File: src/rtl/stet_pkg.sv
`default_nettype none
package stet_pkg;

   localparam int unsigned MAX_RESULTS = 32;

   localparam logic [2:0]  REQ_SET    = 3'd0;
   localparam logic [2:0]  REQ_REMOVE = 3'd1;
   localparam logic [2:0]  REQ_CLEAR  = 3'd2;
   localparam logic [2:0]  REQ_FIND   = 3'd3;
   localparam logic [2:0]  REQ_RANGE  = 3'd4;

   localparam logic [25:0] RESET_BPM  = 26'd7864320;
   localparam logic [7:0]  NEW_BEATS  = 8'd4;

   typedef struct packed {
      logic [2:0]  req_type;
      logic [63:0] position;
      logic [63:0] end_position;
      logic [25:0] tempo_bpm;
      logic [5:0]  max_events;
   } req_type;

   typedef struct packed {
      logic        status;
      logic        found;
      logic [63:0] out_position;
      logic [25:0] out_bpm;
      logic [7:0]  out_beats;
      logic        is_last;
   } rsp_type;

   typedef struct packed {
      logic [63:0] position;
      logic [25:0] bpm;
      logic [7:0]  beats;
   } entry_type;

   typedef enum logic [3:0] {
      OP_NONE,
      OP_INIT,
      OP_ACCEPT,
      OP_READ_SCAN,
      OP_SCAN_NEXT,
      OP_FIND_TAKE,
      OP_STOP,
      OP_RANGE_PUT,
      OP_FINISH,
      OP_SHR_READ,
      OP_SHR_PLACE,
      OP_SHW,
      OP_SLR_READ,
      OP_SLW,
      OP_SL_DONE
   } op_type;

   typedef enum logic [3:0] {
      ST_INIT,
      ST_IDLE,
      ST_RD,
      ST_CHK,
      ST_RPUT,
      ST_END,
      ST_SHR,
      ST_SHW,
      ST_SLR,
      ST_SLW
   } state_type;

   typedef struct packed {
      op_type op;
   } cmd_type;

   typedef struct packed {
      logic [2:0] kind;
      logic       scan_done;
      logic       stop_hit;
      logic       find_take;
      logic       range_hit;
      logic       rsp_free;
      logic       pend_valid;
      logic       need_emit;
      logic       shift_r;
      logic       shift_l;
      logic       shr_at;
      logic       sl_last;
   } stat_type;

endpackage
`default_nettype wire

File: src/rtl/stet_ctrl.sv
`default_nettype none
module stet_ctrl
   import stet_pkg::*;
(
   input  wire logic       clock,
   input  wire logic       reset,
   input  wire logic       req_valid,
   input  wire logic [2:0] req_kind,
   output logic            req_ready,
   input  wire stat_type   stat,
   output cmd_type         cmd
);

   state_type state_ff, state_in;

   always_ff @(posedge clock) begin
      if (reset) begin
         state_ff <= ST_INIT;
      end else begin
         state_ff <= state_in;
      end
   end

   always_comb begin
      state_in = state_ff;
      unique case (state_ff)
         ST_INIT: state_in = ST_IDLE;
         ST_IDLE: begin
            if (req_valid) begin
               case (req_kind) inside
                  REQ_SET, REQ_REMOVE, REQ_FIND, REQ_RANGE: state_in = ST_RD;
                  REQ_CLEAR: state_in = ST_END;
                  default: state_in = ST_IDLE;
               endcase
            end
         end
         ST_RD: state_in = stat.scan_done ? ST_END : ST_CHK;
         ST_CHK: begin
            case (stat.kind) inside
               REQ_SET, REQ_REMOVE: state_in = stat.stop_hit ? ST_END : ST_RD;
               REQ_RANGE: state_in = stat.range_hit ? ST_RPUT : ST_RD;
               default: state_in = ST_RD;
            endcase
         end
         ST_RPUT: begin
            if (!(stat.pend_valid && !stat.rsp_free)) state_in = ST_RD;
         end
         ST_END: begin
            if (!(stat.need_emit && !stat.rsp_free)) begin
               if (stat.shift_r) state_in = ST_SHR;
               else if (stat.shift_l) state_in = ST_SLR;
               else state_in = ST_IDLE;
            end
         end
         ST_SHR: state_in = stat.shr_at ? ST_IDLE : ST_SHW;
         ST_SHW: state_in = ST_SHR;
         ST_SLR: state_in = stat.sl_last ? ST_IDLE : ST_SLW;
         ST_SLW: state_in = ST_SLR;
         default: state_in = ST_INIT;
      endcase
   end

   always_comb begin
      req_ready = 1'b0;
      cmd.op    = OP_NONE;
      unique case (state_ff)
         ST_INIT: cmd.op = OP_INIT;
         ST_IDLE: begin
            req_ready = 1'b1;
            if (req_valid) cmd.op = OP_ACCEPT;
         end
         ST_RD: begin
            if (!stat.scan_done) cmd.op = OP_READ_SCAN;
         end
         ST_CHK: begin
            case (stat.kind) inside
               REQ_SET, REQ_REMOVE: cmd.op = stat.stop_hit ? OP_STOP : OP_SCAN_NEXT;
               REQ_FIND: cmd.op = stat.find_take ? OP_FIND_TAKE : OP_SCAN_NEXT;
               REQ_RANGE: cmd.op = stat.range_hit ? OP_NONE : OP_SCAN_NEXT;
               default: cmd.op = OP_SCAN_NEXT;
            endcase
         end
         ST_RPUT: begin
            if (!(stat.pend_valid && !stat.rsp_free)) cmd.op = OP_RANGE_PUT;
         end
         ST_END: begin
            if (!(stat.need_emit && !stat.rsp_free)) cmd.op = OP_FINISH;
         end
         ST_SHR: cmd.op = stat.shr_at ? OP_SHR_PLACE : OP_SHR_READ;
         ST_SHW: cmd.op = OP_SHW;
         ST_SLR: cmd.op = stat.sl_last ? OP_SL_DONE : OP_SLR_READ;
         ST_SLW: cmd.op = OP_SLW;
         default: cmd.op = OP_NONE;
      endcase
   end

endmodule
`default_nettype wire

File: src/rtl/stet_dpath.sv
`default_nettype none
module stet_dpath
   import stet_pkg::*;
#(
   parameter int unsigned TABLE_DEPTH = 32
) (
   input  wire logic        clock,
   input  wire logic        reset,
   input  wire cmd_type     cmd,
   output stat_type         stat,
   input  wire req_type     req_payload,
   input  wire logic        rsp_ready,
   output logic             rsp_valid,
   output rsp_type          rsp_payload,
   input  wire logic        csr_valid,
   input  wire logic [25:0] csr_data
);

   localparam int unsigned IW = (TABLE_DEPTH > 1) ? $clog2(TABLE_DEPTH) : 1;
   localparam int unsigned CW = $clog2(TABLE_DEPTH + 1);
   localparam logic [CW-1:0] DEPTH_C = CW'(TABLE_DEPTH);

   entry_type mem [TABLE_DEPTH];
   entry_type rd_ff;

   logic [25:0]   default_bpm_ff;
   req_type       req_ff;
   logic [CW-1:0] count_ff, count_in;
   logic [CW-1:0] idx_ff, idx_in;
   logic [CW-1:0] sidx_ff, sidx_in;
   logic [5:0]    n_ff, n_in;
   logic [5:0]    lim_ff, lim_in;
   logic          eq_ff, eq_in;
   entry_type     cand_ff, cand_in;
   entry_type     pend_ff, pend_in;
   logic          pend_valid_ff, pend_valid_in;
   logic          rsp_valid_ff, rsp_valid_in;
   rsp_type       rsp_ff, rsp_in;

   logic          mem_we, mem_re;
   logic [IW-1:0] mem_wa, mem_ra;
   entry_type     mem_wd;
   logic          rsp_load;
   rsp_type       rsp_load_data;
   logic [CW-1:0] sidx_dec, sidx_inc;
   logic          rsp_free, rm_hit;

   assign sidx_dec = sidx_ff - CW'(1);
   assign sidx_inc = sidx_ff + CW'(1);
   assign rsp_free = !rsp_valid_ff || rsp_ready;
   assign rm_hit   = eq_ff && (req_ff.position != 64'd0);

   always_comb begin
      stat.kind       = req_ff.req_type;
      stat.scan_done  = (idx_ff == count_ff) ||
                        ((req_ff.req_type == REQ_RANGE) && (n_ff == lim_ff));
      stat.stop_hit   = rd_ff.position >= req_ff.position;
      stat.find_take  = (idx_ff == '0) || (rd_ff.position <= req_ff.position);
      stat.range_hit  = (rd_ff.position >= req_ff.position) &&
                        (rd_ff.position <= req_ff.end_position) && (n_ff < lim_ff);
      stat.rsp_free   = rsp_free;
      stat.pend_valid = pend_valid_ff;
      stat.need_emit  = !((req_ff.req_type == REQ_RANGE) && !pend_valid_ff);
      stat.shift_r    = (req_ff.req_type == REQ_SET) && !eq_ff && (count_ff != DEPTH_C);
      stat.shift_l    = (req_ff.req_type == REQ_REMOVE) && rm_hit;
      stat.shr_at     = sidx_ff == idx_ff;
      stat.sl_last    = sidx_inc == count_ff;
   end

   always_comb begin
      mem_we        = 1'b0;
      mem_wa        = '0;
      mem_wd        = '0;
      mem_re        = 1'b0;
      mem_ra        = '0;
      rsp_load      = 1'b0;
      rsp_load_data = '0;
      count_in      = count_ff;
      idx_in        = idx_ff;
      sidx_in       = sidx_ff;
      n_in          = n_ff;
      lim_in        = lim_ff;
      eq_in         = eq_ff;
      cand_in       = cand_ff;
      pend_in       = pend_ff;
      pend_valid_in = pend_valid_ff;
      case (cmd.op)
         OP_INIT: begin
            mem_we   = 1'b1;
            mem_wd   = '{position: 64'd0, bpm: default_bpm_ff, beats: NEW_BEATS};
            count_in = CW'(1);
         end
         OP_ACCEPT: begin
            idx_in        = '0;
            n_in          = '0;
            lim_in        = (req_payload.max_events > 6'(MAX_RESULTS)) ?
                            6'(MAX_RESULTS) : req_payload.max_events;
            eq_in         = 1'b0;
            pend_valid_in = 1'b0;
         end
         OP_READ_SCAN: begin
            mem_re = 1'b1;
            mem_ra = idx_ff[IW-1:0];
         end
         OP_SCAN_NEXT: idx_in = idx_ff + CW'(1);
         OP_FIND_TAKE: begin
            cand_in = rd_ff;
            idx_in  = idx_ff + CW'(1);
         end
         OP_STOP: eq_in = rd_ff.position == req_ff.position;
         OP_RANGE_PUT: begin
            if (pend_valid_ff) begin
               rsp_load      = 1'b1;
               rsp_load_data = '{status: 1'b0, found: 1'b1, out_position: pend_ff.position,
                                 out_bpm: pend_ff.bpm, out_beats: pend_ff.beats,
                                 is_last: 1'b0};
            end
            pend_in       = rd_ff;
            pend_valid_in = 1'b1;
            n_in          = n_ff + 6'd1;
            idx_in        = idx_ff + CW'(1);
         end
         OP_FINISH: begin
            rsp_load_data.is_last = 1'b1;
            case (req_ff.req_type)
               REQ_SET: begin
                  rsp_load = 1'b1;
                  if (eq_ff) begin
                     mem_we = 1'b1;
                     mem_wa = idx_ff[IW-1:0];
                     mem_wd = '{position: req_ff.position, bpm: req_ff.tempo_bpm,
                                beats: rd_ff.beats};
                     rsp_load_data.found        = 1'b1;
                     rsp_load_data.out_position = req_ff.position;
                     rsp_load_data.out_bpm      = req_ff.tempo_bpm;
                     rsp_load_data.out_beats    = rd_ff.beats;
                  end else if (count_ff == DEPTH_C) begin
                     rsp_load_data.status = 1'b1;
                  end else begin
                     sidx_in                    = count_ff;
                     rsp_load_data.found        = 1'b1;
                     rsp_load_data.out_position = req_ff.position;
                     rsp_load_data.out_bpm      = req_ff.tempo_bpm;
                     rsp_load_data.out_beats    = NEW_BEATS;
                  end
               end
               REQ_REMOVE: begin
                  rsp_load = 1'b1;
                  if (rm_hit) begin
                     sidx_in                    = idx_ff;
                     rsp_load_data.found        = 1'b1;
                     rsp_load_data.out_position = rd_ff.position;
                     rsp_load_data.out_bpm      = rd_ff.bpm;
                     rsp_load_data.out_beats    = rd_ff.beats;
                  end
               end
               REQ_CLEAR: begin
                  rsp_load = 1'b1;
                  mem_we   = 1'b1;
                  mem_wd   = '{position: 64'd0, bpm: default_bpm_ff, beats: NEW_BEATS};
                  count_in = CW'(1);
                  rsp_load_data.found     = 1'b1;
                  rsp_load_data.out_bpm   = default_bpm_ff;
                  rsp_load_data.out_beats = NEW_BEATS;
               end
               REQ_FIND: begin
                  rsp_load = 1'b1;
                  if (count_ff == '0) begin
                     rsp_load_data.out_bpm   = default_bpm_ff;
                     rsp_load_data.out_beats = NEW_BEATS;
                  end else begin
                     rsp_load_data.found        = 1'b1;
                     rsp_load_data.out_position = cand_ff.position;
                     rsp_load_data.out_bpm      = cand_ff.bpm;
                     rsp_load_data.out_beats    = cand_ff.beats;
                  end
               end
               REQ_RANGE: begin
                  rsp_load                   = pend_valid_ff;
                  rsp_load_data.found        = 1'b1;
                  rsp_load_data.out_position = pend_ff.position;
                  rsp_load_data.out_bpm      = pend_ff.bpm;
                  rsp_load_data.out_beats    = pend_ff.beats;
               end
               default: rsp_load = 1'b0;
            endcase
         end
         OP_SHR_READ: begin
            mem_re = 1'b1;
            mem_ra = sidx_dec[IW-1:0];
         end
         OP_SHR_PLACE: begin
            mem_we   = 1'b1;
            mem_wa   = idx_ff[IW-1:0];
            mem_wd   = '{position: req_ff.position, bpm: req_ff.tempo_bpm, beats: NEW_BEATS};
            count_in = count_ff + CW'(1);
         end
         OP_SHW: begin
            mem_we  = 1'b1;
            mem_wa  = sidx_ff[IW-1:0];
            mem_wd  = rd_ff;
            sidx_in = sidx_dec;
         end
         OP_SLR_READ: begin
            mem_re = 1'b1;
            mem_ra = sidx_inc[IW-1:0];
         end
         OP_SLW: begin
            mem_we  = 1'b1;
            mem_wa  = sidx_ff[IW-1:0];
            mem_wd  = rd_ff;
            sidx_in = sidx_inc;
         end
         OP_SL_DONE: count_in = count_ff - CW'(1);
         default: mem_we = 1'b0;
      endcase
   end

   assign rsp_in       = rsp_load ? rsp_load_data : rsp_ff;
   assign rsp_valid_in = rsp_load ? 1'b1 : (rsp_ready ? 1'b0 : rsp_valid_ff);

   always_ff @(posedge clock) begin
      if (mem_we) mem[mem_wa] <= mem_wd;
      if (mem_re) rd_ff <= mem[mem_ra];
   end

   always_ff @(posedge clock) begin
      if (reset) begin
         default_bpm_ff <= RESET_BPM;
         count_ff       <= CW'(1);
         pend_valid_ff  <= 1'b0;
         rsp_valid_ff   <= 1'b0;
         idx_ff         <= '0;
         sidx_ff        <= '0;
         n_ff           <= '0;
         lim_ff         <= '0;
         eq_ff          <= 1'b0;
      end else begin
         if (csr_valid) default_bpm_ff <= csr_data;
         count_ff      <= count_in;
         pend_valid_ff <= pend_valid_in;
         rsp_valid_ff  <= rsp_valid_in;
         idx_ff        <= idx_in;
         sidx_ff       <= sidx_in;
         n_ff          <= n_in;
         lim_ff        <= lim_in;
         eq_ff         <= eq_in;
      end
   end

   always_ff @(posedge clock) begin
      if (cmd.op == OP_ACCEPT) req_ff <= req_payload;
      cand_ff <= cand_in;
      pend_ff <= pend_in;
      rsp_ff  <= rsp_in;
   end

   assign rsp_valid   = rsp_valid_ff;
   assign rsp_payload = rsp_ff;

endmodule
`default_nettype wire

File: src/rtl/sorted_tempo_event_table_top.sv
// Sorted tempo table: entries live in a single-port memory with registered
// reads, so set, remove and find walk the table with a read state and a check
// state per entry visited, and an insert or delete moves each following entry
// with a read state and a write state. An unknown request is taken and gives
// no result; a new request is taken only after the last is done, and a stall
// of the result channel holds a request. Range results leave one beat at a
// time through an output register. After reset the INIT state writes the
// default entry before the first request is taken. Configuration is always
// ready.
`default_nettype none
module sorted_tempo_event_table_top
   import stet_pkg::*;
#(
   parameter int unsigned TABLE_DEPTH = 32
) (
   input  wire logic        clock,
   input  wire logic        reset,
   input  wire logic        req_valid,
   output logic             req_ready,
   input  wire req_type     req_payload,
   output logic             rsp_valid,
   input  wire logic        rsp_ready,
   output rsp_type          rsp_payload,
   input  wire logic        csr_valid,
   output logic             csr_ready,
   input  wire logic [25:0] csr_data
);

   cmd_type  cmd;
   stat_type stat;

   assign csr_ready = 1'b1;

   stet_ctrl u_ctrl (
      .clock     (clock),
      .reset     (reset),
      .req_valid (req_valid),
      .req_kind  (req_payload.req_type),
      .req_ready (req_ready),
      .stat      (stat),
      .cmd       (cmd)
   );

   stet_dpath #(
      .TABLE_DEPTH (TABLE_DEPTH)
   ) u_dpath (
      .clock       (clock),
      .reset       (reset),
      .cmd         (cmd),
      .stat        (stat),
      .req_payload (req_payload),
      .rsp_ready   (rsp_ready),
      .rsp_valid   (rsp_valid),
      .rsp_payload (rsp_payload),
      .csr_valid   (csr_valid && csr_ready),
      .csr_data    (csr_data)
   );

endmodule
`default_nettype wire

File: config.mk
export PLATFORM = sky130hd
export DESIGN_NAME = sorted_tempo_event_table_top
export DESIGN_NICKNAME = d
export VERILOG_FILES = /design/src/rtl/stet_pkg.sv /design/src/rtl/stet_ctrl.sv /design/src/rtl/stet_dpath.sv /design/src/rtl/sorted_tempo_event_table_top.sv
export SDC_FILE = /design/constraint.sdc
export NUM_CORES = 2
export LEC_CHECK = 0
export BUFFER_PORTS_ARGS = -buffer_cell sky130_fd_sc_hd__buf_2
export CAP_MARGIN = 20
export CORE_MARGIN = 5
export CORE_UTILIZATION = 45
export DETAILED_ROUTE_END_ITERATION = 10
export PLACE_DENSITY = 0.66
export REMOVE_ABC_BUFFERS = 1
export SETUP_SLACK_MARGIN = 0.1
export SLEW_MARGIN = 30
export SYNTH_ARGS = -nofsm -noshare
export SYNTH_HDL_FRONTEND = slang
export SYNTH_SLANG_ARGS = --single-unit
File: constraint.sdc
create_clock -name clock -period 11.2 [get_ports clock]
set_input_delay 0.56 -clock clock [delete_from_list [all_inputs] [get_ports clock]]
set_output_delay 0.56 -clock clock [all_outputs]
set_load 0.05 [all_outputs]
==> results.md <==
- Critical path endpoint category: register
- Synthesized netlist cell count: 9,442
- GRT overflow: 0
- CP endpoint: u_dpath.mem[19][26]
- Fin nets: 10,253
- Setup TNS: 0 ns
- Flop-to-flop setup slack: 3.34 ns
- Port Buffer Count: 296
- Ys Warns: 0
- Worst Reg-to-Reg Cells: 13
- Slew Viols, Final: 0
- Pin count of the biggest net entering global routing: between 150 and 200
- Root Buffer: clkbuf_16
- CTS tree: built
- RSZ-0062 raised after global routing: no
- Routed wire length: between 400 and 500 mm
- Placer Congestion: around 0.9
- Fin. Hold Viols: 0
- Worst Skew: 0.0782 ns
- Effective utilization at floorplan: 0.452
- Sequential fraction of the synthesis area: 0.750
- Detailed Place HPWL: around 260 mm
- Final worst-path cycle share: 0.702
- Mapped Area: approximately 0.15 mm2
- CTS Buffer Depth: 4
- Die Area: between 0.3 and 0.4 mm2
- Synth top area share: 0.741
- Reg clk slew, reported paths: 0.07 ns
- Largest area contributor in the netlist: edfxtp_1
- Final setup viols: 0
- Routed len/inst: between 30 and 40 um
- Fin worst setup slack: 3.34 ns
- Worst-Skew Late Latency: 0.97 ns
- Worst reg2reg path endpoint: u_dpath.mem[19][26]
- Avg Vias per Cell: 6.25
- # rows: between 200 and 250
- Run status: completed
- PwrDens: 171 mW/mm2
- R2r startpoint: u_ctrl.state_ff[0]
- Clk sinks: 3,751
- CTS Buf Count: between 300 and 400
- Asr flop ratio synth: 0
- Distinct cells, synth: 83
- Synth Area per Inst: 15.8 um2
- Number of flops mapped to enable cells by yosys: 3,688
- Peak VDD IR: 0.000143 V
- 1st-iter DRT viols: between 10,000 and 15,000
- Post-route antenna net violation count: 0
- I/O Pins: roughly 300
- Total GRT Usage: 0.260
- Max_slew headroom: 0.294
- Most frequent cells in the layout: edfxtp_1, nand2_1, mux2i_1, a21oi_1, clkbuf_16
- Synth Register Bits: 3,751
- Post-route minimum period: roughly 7.9 ns
- # Post-CTS Setup Buffers: 0
- Worst-margin pin slew: 1.06 ns
- Initial antenna violation count: 35
- Commonest non-fill, non-tap cell in the layout: edfxtp_1
- Crit path arrival time: around 8.4 ns
- Ys flop type: edfxtp_1
- Critical path type: register to register
- Crit Path Max Fanout: 77
- Hold Crit Class: input port to register
- Overall die width: 586 um
- Pleak: 61.0 nW
- Peak Freq: between 100 and 150 MHz
- Pre-CTS setup slack: about 3.6 ns
- Core area: 0.331 mm2
- Critical Path Source Type: register
- Layout cells sized above 1: 0.134
- Die H: approximately 590 um
- Origin of the worst setup path: u_ctrl.state_ff[0]
- Top cells by area in the synthesized netlist: edfxtp_1, nand2_1, mux2i_1
- DRC viols: 0
- Syn-to-layout area delta: 13.8%
- H-tree depth: 5
- Core Util, Final: 0.514
- Number of vias after detailed routing: 91,366
- Crit path required time: between 10 and 15 ns
- Vias in the first global route: 89,541
- Pre-antenna DRT Iters: 9
- MaxCap Viol Count: 0
- First-pass GRT wire length: 646 mm
==> synth_stat cells, drive strengths merged (6+ instances only) <==
cell type,n
a211o,6
a211oi,7
a21o,56
a21oi,404
a221o,98
a221oi,7
a222oi,123
a22o,322
a22oi,100
a32oi,293
and2,16
and3,8
buf,259
clkbuf,341
dfxtp,63
edfxtp,3688
ha,143
inv,181
mux2i,447
mux4,198
nand2,1303
nand2b,12
nand3,318
nand4,38
nor2,405
nor2b,13
nor3,25
nor3b,12
nor4,25
o211ai,106
o21a,10
o21ai,304
o22ai,10
or3,6
xnor2,16
xor2,12
==> logic make-up (layout without fill, tap and decap cells) <==
kind of cell,after synthesis,count (layout),synth area share
AO/OA/AOI/OAI,1880,1880,0.0921
XOR/XNOR,30,30,0.00194
adder cells (fa/ha/maj),144,144,0.0121
buffers and inverters,782,1565,0.0228
flip-flops,3751,3751,0.750
multiplexers,647,647,0.0599
other,1,19,0.0000251
AND/OR/NAND/NOR,2207,2207,0.0614
==> per-stage QoR <==
stage	power, mW	area (um2)	hold WS, ns	std cells
3_5_place_dp	17.3	156000	0.458	13710
6_report	29.1	170000	0.0419	14609
2_1_floorplan	16.9	147000	0.430	8842
3_3_place_gp	17.3	156000	0.454	13704
4_1_cts	29.2	170000	0.00595	14586
5_1_grt	29.9	170000	0.0384	14601
==> area by class of cell <==
cell class	count	area, um2
tap	4366	5460
multi-input combinational	4909	34700
sequential	3751	112000
inverter	182	696
antenna	18	45.0
fill	26431	161000
timing repair buffer	699	5470
clock inverter	220	1820
clock buffer	464	9830
==> worst max-delay path, cell delays in order, from the launching register on <==
cell and delay [ns]:
dfxtp_1 0.66, nand2b_1 0.18, nor3_1 0.38, nand2_1 0.56, inv_8 0.74, nor2_1 0.33, nand4b_1 0.25, a31o_4 0.62
buf_4 0.72, a22o_1 0.28, nand3_1 0.33, nor2_4 0.68, buf_4 0.71, buf_4 0.86
==> repair_timing <==
action,CTS,global route
endpoints found under the hold margin,191,0
hold buffers,192,0
gates resized for setup,0,0
endpoints found under the setup margin,0,0
==> flip-flops by register name, summed over array words and instances (netlist names), 26 cells and up <==
register	count
u_dpath.cand_ff	98
u_dpath.rsp_payload	101
u_dpath.rd_ff	98
u_dpath.default_bpm_ff	26
u_dpath.mem	3136
u_dpath.req_ff	154
u_dpath.pend_ff	98
==> report_power, final <==
| group | leakage, nW | total, mW | switching [mW] | internal [mW] |
|---|---|---|---|---|
| sequential | 38.0 | 15.8 | 0.171 | 15.6 |
| combinational | 17.3 | 1.30 | 0.868 | 0.433 |
| clock | 5.70 | 12.1 | 5.33 | 6.73 |
| total | 61.0 | 29.1 | 6.37 | 22.8 |
==> how the worst min path moves through the flow <==
| stage | start | end | slack, ns | cells past startpoint |
|---|---|---|---|---|
| after floorplan | u_dpath.lim_ff[5] | u_dpath.lim_ff[5] | 0.43 | 2 |
| after global placement | u_dpath.n_ff[5] | u_dpath.n_ff[5] | 0.45 | 1 |
| after detailed placement | u_dpath.lim_ff[5] | u_dpath.lim_ff[5] | 0.46 | 2 |
| after CTS | req_payload[2] | u_dpath.lim_ff[2] | 0.006 | 4 |
| after global routing | reset | u_dpath.default_bpm_ff[11] | 0.04 | 2 |
| final | reset | u_dpath.default_bpm_ff[24] | 0.04 | 2 |
==> per-layer routing <==
| metal | vias to the layer above | wire length [um] | share of wire | track usage |
|---|---|---|---|---|
| met2 | 5789 | 209000 | 0.46 | 0.404 |
| met5 | - | 34 | 0.000074 | 0 |
| met3 | 1130 | 47900 | 0.10 | 0.0511 |
| met1 | 46308 | 172000 | 0.38 | 0.345 |
| li1 | 38133 | - | - | - |
| met4 | 6 | 29700 | 0.065 | 0.146 |
Power figures use the tool's default switching activity.
